## src/design/tvm_pkg.sv

```systemverilog
// ============================================================================
// tvm_pkg: shared types and constants of the tiny VM execute unit
// Instruction and result transfer formats, operation codes, register map.
// ============================================================================
`default_nettype none

package tvm_pkg;

  localparam int unsigned PC_W      = 16;
  localparam int unsigned IDX_W     = 8;
  localparam int unsigned WORD_W    = 32;
  localparam int unsigned KIND_W    = 3;
  localparam int unsigned APB_DW    = 32;
  localparam int unsigned APB_AW    = 3;
  localparam int unsigned DEF_MEM_WORDS = 256;

  // Word index of the program size register in the APB map.
  localparam logic REG_PROGRAM_SIZE = 1'b0;

  typedef enum logic [KIND_W-1:0] {
    KIND_LOAD  = 3'd0,
    KIND_ADD   = 3'd1,
    KIND_JNE   = 3'd2,
    KIND_PRINT = 3'd3,
    KIND_RET   = 3'd4
  } kind_e;

  typedef struct packed {
    logic [KIND_W-1:0]        kind;
    logic [PC_W-1:0]          current_pc;
    logic [IDX_W-1:0]         index_a;
    logic [IDX_W-1:0]         index_b;
    logic [IDX_W-1:0]         index_c;
    logic signed [WORD_W-1:0] immediate;
    logic [PC_W-1:0]          jump_target;
  } in_item_t;

  typedef struct packed {
    logic [PC_W-1:0]          next_pc;
    logic                     finished;
    logic                     print_valid;
    logic signed [WORD_W-1:0] print_value;
  } out_item_t;

endpackage

`default_nettype wire

```

## src/design/tvm_cfg.sv

```systemverilog
// ============================================================================
// tvm_cfg: APB register block of the tiny VM execute unit
// Holds the program size register.
// ============================================================================
`default_nettype none

module tvm_cfg (
  input  wire logic                          clk_i,
  input  wire logic                          rst_ni,
  input  wire logic                          psel,
  input  wire logic                          penable,
  input  wire logic                          pwrite,
  input  wire logic [tvm_pkg::APB_AW-1:0]    paddr,
  input  wire logic [tvm_pkg::APB_DW-1:0]    pwdata,
  output logic      [tvm_pkg::APB_DW-1:0]    prdata,
  output logic                               pready,
  output logic      [tvm_pkg::PC_W-1:0]      program_size_o
);

  logic [tvm_pkg::PC_W-1:0] program_size_q;
  logic                     hit;

  // Registers are word aligned; the low two address bits are ignored.
  assign hit    = (paddr[2] == tvm_pkg::REG_PROGRAM_SIZE);
  assign pready = 1'b1;

  always_ff @(posedge clk_i or negedge rst_ni) begin
    if (!rst_ni) begin
      program_size_q <= '0;
    end else if (psel && penable && pwrite && hit) begin
      program_size_q <= pwdata[tvm_pkg::PC_W-1:0];
    end
  end

  always_comb begin
    prdata = '0;
    if (hit) begin
      prdata[tvm_pkg::PC_W-1:0] = program_size_q;
    end
  end

  assign program_size_o = program_size_q;

endmodule

`default_nettype wire

```

## config.mk

```make
export PLATFORM = sky130hd
export DESIGN_NAME = tvm_cfg
export DESIGN_NICKNAME = d
export VERILOG_FILES = /design/src/design/tvm_pkg.sv /design/src/design/tvm_cfg.sv
export SDC_FILE = /design/constraint.sdc
export NUM_CORES = 1
export LEC_CHECK = 0
export BUFFER_PORTS_ARGS = -buffer_cell sky130_fd_sc_hd__buf_2
export CELL_PAD_IN_SITES_DETAIL_PLACEMENT = 1
export CELL_PAD_IN_SITES_GLOBAL_PLACEMENT = 1
export CORE_UTILIZATION = 26
export CTS_CLUSTER_DIAMETER = 40
export DETAILED_ROUTE_END_ITERATION = 12
export GPL_TIMING_DRIVEN = 0
export PLACE_DENSITY = 0.8
export SLEW_MARGIN = 5
export SYNTH_ARGS = -nofsm -noshare
export SYNTH_HDL_FRONTEND = slang
export SYNTH_SLANG_ARGS = --single-unit
```

## constraint.sdc

```tcl
create_clock -name clk_i -period 1.1 [get_ports clk_i]
set_input_delay 0.22 -clock clk_i [delete_from_list [all_inputs] [get_ports clk_i]]
set_output_delay 0.22 -clock clk_i [all_outputs]
set_load 0.1 [all_outputs]
```

==> results of run 1 <==
[logic make-up after synthesis]
family	share of synthesized area [%]
buffers and inverters	15.9
and+or+nand+nor	14.6
muxes	24.2
DFF	44.5
other	0.835
[report_power, final]
part	internal (mW)	switching (mW)	total, mW
combinational	1.34	2.23	3.57
clock	0.202	0.196	0.397
sequential	0.803	0.138	0.941
total	2.35	2.56	4.91
[per-layer routing]
layer | part of all wire (%) | vias up | track usage (%)
met3 | 6.8 | 8 | 2.99
li1 | - | 369 | -
met5 | 0 | - | 0
met4 | 2.6 | 0 | 4.87
met2 | 55 | 56 | 32.5
met1 | 36 | 365 | 16.5
[area by class of cell]
type / count / area share (%)
timing repair buffer: 70 / 42.9
sequential: 16 / 21.9
clock buffer: 4 / 1.72
buffer: 19 / 6.96
multi-input combinational: 50 / 23.9
tap: 44 / 2.62
[worst reg2reg max path: cells and delay by family (launching register included)]
kind | cells | cell delay (ns)
DFF | 1 | 0.50
muxes | 1 | 0.25
buffers and inverters | 2 | 0.23
[Yosys cell counts (all sizes together)]
cell type  count  area, sq um
and2b          6         45.0
buf           18          139
dfrtp         16          400
nor2b         10         62.6
conb           2         7.51
mux2          16          218
clkbuf         1         3.75
nand4b         1         23.8
[repair_timing]
action,CTS,global route
resized for setup,116,18
hold buffers,1,0
hold endpoints to repair,16,0
setup endpoints to repair,32,33
setup buffers,4,12
[layout by cell type (no fill, tap or decap)]
cell	netlist	layout
buf_12	0	30
clkbuf_8	0	1
conb_1	2	17
nand4b_4	1	1
and2b_4	0	6
buf_8	0	1
clkbuf_4	0	4
nor2b_4	0	10
mux2_4	10	10
mux2_2	6	6
dlygate4sd3_1	0	1
dfrtp_4	0	16
buf_2	0	21
buf_4	17	22
buf_6	1	13
[worst paths after layout]
path | start | end | slack (ns) | depth (start not counted)
max | program_size_o[15] | prdata[15] | -0.26 | 2
min | pwdata[9] | program_size_o[9] | 0.15 | 2
max reg2reg | program_size_o[0] | program_size_o[0] | 0.01 | 3
min reg2reg | program_size_o[3] | program_size_o[3] | 0.59 | 1
max in group asynchronous | rst_ni | program_size_o[1] | 0.38 | 2
min in group asynchronous | rst_ni | program_size_o[11] | 0.42 | 2
[through the flow]
step | total power [mW] | setup WS (ns) | hold slack, ns | std cells | TNS, ns
after floorplan | 3.12 | -0.316 | -0.0756 | 85 | -3.96
final | 4.91 | -0.256 | 0.154 | 203 | -6.61
after global placement | 3.38 | -0.474 | 0.151 | 182 | -7.00
after detailed placement | 3.42 | -0.504 | 0.164 | 182 | -7.48
after CTS | 4.55 | -0.252 | 0.146 | 191 | -5.99
after global routing | 5.05 | -0.293 | 0.135 | 203 | -7.78
==> out/results.tsv, run 1 <==
stage	metric	value	unit
outcome	status	finished with violations	
outcome	failing checks	setup timing	
layout	share of cells above drive strength 1	88.7	%
layout	max FFs per register	16	
run	Max Cap Violations	0	
layout	Area growth, synth to finish	134	%
grt	antenna violations before repair	0	
synthesis	Synth cell types	10	
sta	RSZ-0062 raised after global routing	true	
power	pwr/cell area	2330	mW/mm^2
worst_setup_path	WS Path Type	reg -> out	
detailed_routing	detailed-route wire length	3490	microns
sta	Tcrit/Tclk final	123	%
worst_setup_path	Critical path buffers and inverters	1	
synthesis	synthesized area per cell	12.9	sq um
sta	Final Hold Vio Count	0	
layout	antenna cells	0	
cts	CTS Buffer Depth	2	
sta	Pins Over Slew Limit	0	
detailed_routing	vias post-DR	798	
cts	number of H-tree levels	1	
layout	FF/Latch Area	460	sq um
worst_setup_path	CP top delay family	flip-flops	
grt	All-Layer GR Usage	16.1	%
sta	min Tclk post-route	1.36	ns
worst_setup_path	required time of the critical path	0.88	ns
die	Initial Utilization	28.3	%
die	Core Area	0.00318	sq mm
grt	number of global-route vias before repair	846	
worst_setup_path	WP data arrival	1.14	ns
worst_setup_path	CP Launch Type	flip-flop	
placed_design	DP HPWL	1760	microns
cts	CTS buffer count	3	
power	VDD IR max	0.000997	V
layout	# fillers	295	
layout	multi-input logic area	503	sq um
layout	# nets final	200	
worst_setup_path	slowest stage cell, crit path	dfrtp_4	
worst_setup_path	endpoint class of the critical path	output pin	
cts	clk slew on worst S/H paths	0.10	ns
placed_design	number of buffers added on ports	53	
die	Die ar.	0.00370	sq mm
power	Leak Pwr	1.04	nW
die	number of core rows	20	
die	die height	60.8	microns
sta	Final Worst Setup Slack	-0.256	ns
grt	first-pass GRT wire length	4220	microns
worst_setup_path	CP max FO	3	
sta	Clock Skew	0	ns
detailed_routing	drt pass-1 iters	3	
worst_setup_path	crit path cell chain	and2b_4, buf_12	
sta	final setup fails	32	
cts	Root Driver	clkbuf_4	
worst_setup_path	CP max stage delay	0.50	ns
layout	final core utilization	66.2	%
grt	remaining global-route overflow	0	
placed_design	GPL Wtd Cong	0.612	
synthesis	FF+latch count, synth	16	
detailed_routing	DRC viols	0	
worst_hold_path	Hold Crit Class	in -> reg	
synthesis	Mapped Cells	70	
placed_design	placed cell areas	0.00143	sq mm
sta	f_max	0.737	GHz
detailed_routing	Avg WL per Cell	17.2	microns
die	Top Ports	89	
grt	largest net degree at the start of global routing	17	
synthesis	synth warn	0	
detailed_routing	Routed Antenna Nets	0	
cts	Clock Latency Late Sink	0.29	ns
layout	Design Area, Final	0.00210	sq mm
detailed_routing	vias per inst	3.93	
detailed_routing	Iteration-0 DRC Markers	22	
die	Die Span X	60.8	microns
synthesis	Netlist Area Pre-Place	900	sq um
synthesis	sequential fraction of the synthesis area	44.5	%
cts	CTS tree	yes	
cts	number of clock sinks	16	
(Power assumes the default switching activity.)
==> run 2, diff against run 1 <==
Settings changed: CORE_UTILIZATION 26 to 24, PLACE_DENSITY 0.8 to 0.75.
Clock period 1.1 ns to 1.5 ns, I/O delays scaled along.
==> out/results.tsv, run 2 (synthesis results as in run 1) <==
stage	metric	value	unit
worst_setup_path	WS Path Type	in -> out	
power	pwr/cell area	1890	mW/mm^2
worst_hold_path	Worst Hold End	program_size_o[4]	
grt	met3 GRT Util	3.62	%
power	Leak Pwr	0.827	nW
detailed_routing	Routed Antenna Nets	0	
power	Flop pwr share	22.4	%
cts	CTS tree	yes	
sta	Pins Over Slew Limit	0	
cts	number of H-tree levels	1	
worst_setup_path	required time of the critical path	1.20	ns
die	Die ar.	0.00400	sq mm
sta	worst hold slack	0.285	ns
cts	Clock Latency Late Sink	0.24	ns
power	Clock Power Share	12.8	%
detailed_routing	detailed-route wire length	2200	microns
power	total power	2.90	mW
worst_hold_path	Hold Path Depth	2	
layout	max FFs per register	16	
detailed_routing	DRC viols	0	
power	VDD IR max	0.000566	V
worst_setup_path	endpoint class of the critical path	output pin	
layout	# nets final	184	
sta	RSZ-0062 raised after global routing	false	
sta	f_max	0.688	GHz
layout	most common cell after layout, fill and taps aside	buf_2	
grt	gr busiest metal	met2	
detailed_routing	vias post-DR	719	
cts	CTS buffer count	3	
layout	final core utilization	44.2	%
worst_setup_path	CP max FO	10	
cts	clk slew on worst S/H paths	0.06	ns
layout	leading cell types in the layout, fill and taps excluded	buf_2, buf_4, conb_1	
worst_setup_path	reg2reg end	program_size_o[7]	
die	die height	63.2	microns
layout	multi-input logic area	503	sq um
power	internal power	1.20	mW
worst_setup_path	R2R cell count	1	
cts	number of clock sinks	16	
worst_setup_path	CP Launch Type	input pin	
worst_setup_path	WP data arrival	1.15	ns
layout	Area growth, synth to finish	70.5	%
run	Max Cap Violations	0	
grt	All-Layer GR Usage	11.4	%
sta	Final Hold Vio Count	0	
layout	# fillers	395	
sta	min Tclk post-route	1.45	ns
die	Initial Utilization	25.9	%
grt	met1 track demand over resource	13.1	%
grt	remaining global-route overflow	0	
placed_design	number of buffers added on ports	53	
cts	Root Driver	clkbuf_8	
sta	Final Worst Setup Slack	0.0473	ns
die	number of core rows	21	
grt	met2 Use GR	20.7	%
die	Top Ports	89	
power	Net Switching	1.70	mW
sta	Tcrit/Tclk final	96.8	%
layout	FF/Latch Area	445	sq um
detailed_routing	Iteration-0 DRC Markers	9	
die	Core Area	0.00347	sq mm
placed_design	GPL Wtd Cong	0.665	
die	Die Span X	63.2	microns
layout	antenna cells	0	
placed_design	pre-CTS setup slack	-0.259	ns
detailed_routing	drt pass-1 iters	2	
power	switch share	58.5	%
worst_hold_path	Hold Crit Class	in -> reg	
sta	final setup fails	0	
worst_setup_path	R2R setup slack	0.64	ns
cts	CTS Buffer Depth	2	
outcome	status	finished clean	
grt	first-pass GRT wire length	3540	microns
worst_hold_path	HP Start	pwdata[4]	
grt	number of global-route vias before repair	767	
detailed_routing	Avg WL per Cell	11.6	microns
power	Gate power share	64.8	%
worst_setup_path	R2R Path Start	program_size_o[7]	
detailed_routing	vias per inst	3.80	
sta	Clock Skew	0	ns
layout	share of cells above drive strength 1	87.4	%
grt	largest net degree at the start of global routing	17	
grt	antenna violations before repair	0	
## run 2: changes by cell type in the layout (fill, tap and decap cells not counted), sizes merged
cell / before / now
buf: 87 / 65
clkbuf: 5 / 11
## run 2: metal layers
layer	share of wire (%)	up-vias
li1	-	337
met1	40	330
met2	48	52
met3	12	0
met4	0	0
met5	0	-
## run 2: worst max-delay path, stage by stage
cell and delay, ns:
buf_2 0.14, clkbuf_4 0.28, nor2b_4 0.14, buf_4 0.29
## run 2: power by group through the flow
stage,combinational [mW],sequential (mW),clock (mW)
after global placement,1.82,0.648,0
after floorplan,0.906,1.36,0
after detailed placement,1.84,0.659,0
after CTS,1.86,0.652,0.392
after global routing,1.92,0.667,0.411
final,1.88,0.649,0.370
## run 2: worst max path at each step
| stage | start | endpoint | slack, ns | cells after the start |
|---|---|---|---|---|
| floorplan | program_size_o[4] | prdata[4] | 0.004 | 1 |
| global placement | paddr[2] | prdata[4] | -0.24 | 4 |
| detailed placement | paddr[2] | prdata[6] | -0.26 | 4 |
| CTS | program_size_o[2] | prdata[2] | 0.003 | 2 |
| global route | paddr[2] | prdata[11] | 0.0002 | 4 |
| finish | paddr[2] | prdata[12] | 0.05 | 4 |
## run 2: through the flow
| stage | TNS [ns] | instances | instance area (sq um) |
|---|---|---|---|
| after floorplan | 0 | 85 | 1090 |
| after global placement | -2.37 | 184 | 1420 |
| after detailed placement | -2.45 | 184 | 1420 |
| after CTS | 0 | 189 | 1510 |
| after global routing | 0 | 189 | 1530 |
| final | 0 | 189 | 1530 |
## run 2: repair_timing
item | in CTS | in global routing
hold endpoints to repair | 16 | 0
hold buffers | 1 | 0
setup endpoints to repair | 10 | 9
setup buffers | 0 | 0
gates resized for setup | 11 | 9
## run 2: final cells by class
cell class,count,area share (%)
well taps,46,3.75
multi-input cells,50,32.8
clock buffers,4,3.59
plain buffers,19,9.54
repair buffers,54,21.3
flip-flops and latches,16,29.0
==> run 3, diff against run 2 <==
Settings changed: ABC_AREA set to 1, CORE_UTILIZATION 24 to 23, PLACE_DENSITY 0.75 to 0.76.
==> out/results.tsv, run 3 <==
stage	metric	value	unit
worst_setup_path	required time of the critical path	1.20	ns
synthesis	Mapped Cells	125	
power	Leak Pwr	0.866	nW
run	Max Cap Violations	0	
cts	CTS Buffer Depth	2	
outcome	status	finished clean	
synthesis	synth warn	0	
layout	Area growth, synth to finish	69.3	%
sta	Clock Skew	0	ns
detailed_routing	detailed-route wire length	2670	microns
sta	final setup fails	0	
power	total power	2.60	mW
detailed_routing	drt pass-1 iters	4	
synthesis	Synth area leaders	dfrtp_1, buf_4, nand2_1, nand3_1, inv_1	
cts	clk slew on worst S/H paths	0.06	ns
die	Die Span X	65.9	microns
die	Initial Utilization	24.7	%
worst_setup_path	CP Launch Type	input pin	
layout	FF/Latch Area	460	sq um
grt	number of global-route vias before repair	974	
synthesis	largest family of logic cells by synthesized area	simple AND/OR/NAND/NOR gates	
layout	leading cell types in the layout, fill and taps excluded	buf_2, buf_4, nand2_1	
layout	multi-input logic area	479	sq um
cts	number of clock sinks	16	
grt	All-Layer GR Usage	13.2	%
sta	f_max	0.711	GHz
synthesis	fraction of the mapped netlist area in simple logic gates	31.5	%
placed_design	number of buffers added on ports	52	
synthesis	post-synthesis adder-cell area fraction	0	%
grt	remaining global-route overflow	0	
cts	number of H-tree levels	1	
detailed_routing	DRC viols	0	
synthesis	Yosys top cell by area	dfrtp_1	
synthesis	most instantiated cells after synthesis	nand2_1, buf_4, inv_1	
grt	largest net degree at the start of global routing	17	
worst_setup_path	WS Path Type	in -> out	
layout	# fillers	488	
synthesis	top-count cell post-synth	nand2_1	
die	number of core rows	22	
synthesis	FF+latch count, synth	16	
placed_design	GPL Wtd Cong	0.629	
synthesis	Netlist Area Pre-Place	938	sq um
synthesis	sequential fraction of the synthesis area	42.7	%
placed_design	placed cell areas	0.00150	sq mm
detailed_routing	vias per inst	3.89	
cts	CTS buffer count	3	
detailed_routing	vias post-DR	948	
power	pwr/cell area	1640	mW/mm^2
die	Top Ports	89	
cts	Clock Latency Late Sink	0.24	ns
sta	Pins Over Slew Limit	0	
worst_setup_path	CP max FO	10	
die	Die ar.	0.00434	sq mm
die	Core Area	0.00380	sq mm
layout	Design Area, Final	0.00159	sq mm
worst_hold_path	Hold Crit Class	in -> reg	
synthesis	synthesized area per cell	7.51	sq um
synthesis	leading register cell type out of synthesis	dfrtp_1	
worst_setup_path	WP data arrival	1.11	ns
sta	Final Hold Vio Count	0	
synthesis	xor/xnor share of the synthesized area	0	%
synthesis	Yosys top cell area share	42.7	%
cts	CTS tree	yes	
layout	# nets final	238	
grt	first-pass GRT wire length	4420	microns
die	die height	65.9	microns
power	VDD IR max	0.000417	V
grt	antenna violations before repair	0	
synthesis	synthesized-area fraction occupied by ao, oa, aoi and oai cells	0	%
synthesis	mux cell area share after synthesis	0	%
detailed_routing	Avg WL per Cell	10.9	microns
layout	share of cells above drive strength 1	65.3	%
synthesis	Post-synth EDFFs	0	
detailed_routing	Routed Antenna Nets	0	
cts	Root Driver	clkbuf_8	
layout	max FFs per register	16	
layout	most common cell after layout, fill and taps aside	buf_2	
worst_setup_path	endpoint class of the critical path	output pin	
layout	antenna cells	0	
synthesis	Synth cell types	12	
sta	RSZ-0062 raised after global routing	false	
detailed_routing	Iteration-0 DRC Markers	26	
sta	Tcrit/Tclk final	93.7	%
synthesis	fraction of registers with async set/reset	100	%
sta	min Tclk post-route	1.41	ns
placed_design	DP HPWL	2140	microns
## run 3: cell count changes in the layout (fill, tap and decap cells not counted), moves of 7 or more
cell / before / now
inv_2: 0 / 17
buf_4: 24 / 35
nand2_1: 0 / 33
nand3_1: 0 / 16
nor2_4: 0 / 16
clkbuf_4: 7 / 0
mux2_4: 10 / 0
nor2b_4: 10 / 0
## run 3: metrics by stage
step | util [%] | cells | hold WS [ns] | setup WS, ns | TNS (ns)
5_1_grt | 41.8 | 244 | 0.298 | 0.0600 | 0
3_3_place_gp | 39.4 | 240 | 0.234 | -0.0218 | -0.140
3_5_place_dp | 39.4 | 240 | 0.239 | -0.0333 | -0.245
2_1_floorplan | - | 140 | 0.00443 | 0.0213 | 0
4_1_cts | 41.8 | 244 | 0.286 | 0.0814 | 0
6_report | 41.8 | 244 | 0.287 | 0.0945 | 0
## run 3: cells by family (layout without fill, tap and decap cells)
logic type / Yosys count / after routing
DFF: 16 / 16
and+or+nand+nor: 67 / 67
other: 2 / 17
buffers and inverters: 40 / 96
## run 3: timing repair
item / in CTS / in global routing
endpoints found under the hold margin: 16 / 0
gates resized for setup: 16 / 0
buffers inserted: 0 / 0
hold buffers: 1 / 0
setup endpoints to repair: 16 / 0
## run 3: metal layers
metal  up-vias  wire (microns)  track usage [%]  part of all wire [%]
li1        474               -                -                     -
met1       429            1060             14.2                    40
met2        43            1410             25.6                    53
met3         2             204             3.10                   7.6
met4         0               5             2.45                  0.19
met5         -               0                0                     0
## run 3: path summary, 6_finish.rpt
kind                                   start                  to  slack [ns]  cells after the start
max in group asynchronous             rst_ni  program_size_o[14]        0.68                      2
hold reg to reg            program_size_o[6]   program_size_o[6]        0.54                      2
min in group asynchronous             rst_ni   program_size_o[5]        0.52                      2
hold / removal                     pwdata[1]   program_size_o[1]        0.29                      3
setup reg to reg           program_size_o[7]   program_size_o[7]        0.78                      2
setup / recovery                    paddr[2]          prdata[12]        0.09                      4
## run 3: area by class of cell
type	count	area share, %
multi-input combinational	84	30.2
sequential	16	29.0
timing repair buffer	53	19.5
buffer	22	10.7
inverter	18	4.25
tap	48	3.78
clock buffer	3	2.60
## run 3: critical path, stage by stage
cell	delay [ns]
buf_6	0.18
buf_4	0.34
nor2_4	0.04
buf_4	0.23
## run 3: where the power goes
group / switching (mW) / total [mW] / leakage [nW] / internal (mW)
sequential: 0.0753 / 0.641 / 0.180 / 0.565
clock: 0.138 / 0.315 / 0.0216 / 0.178
combinational: 1.38 / 1.65 / 0.664 / 0.269
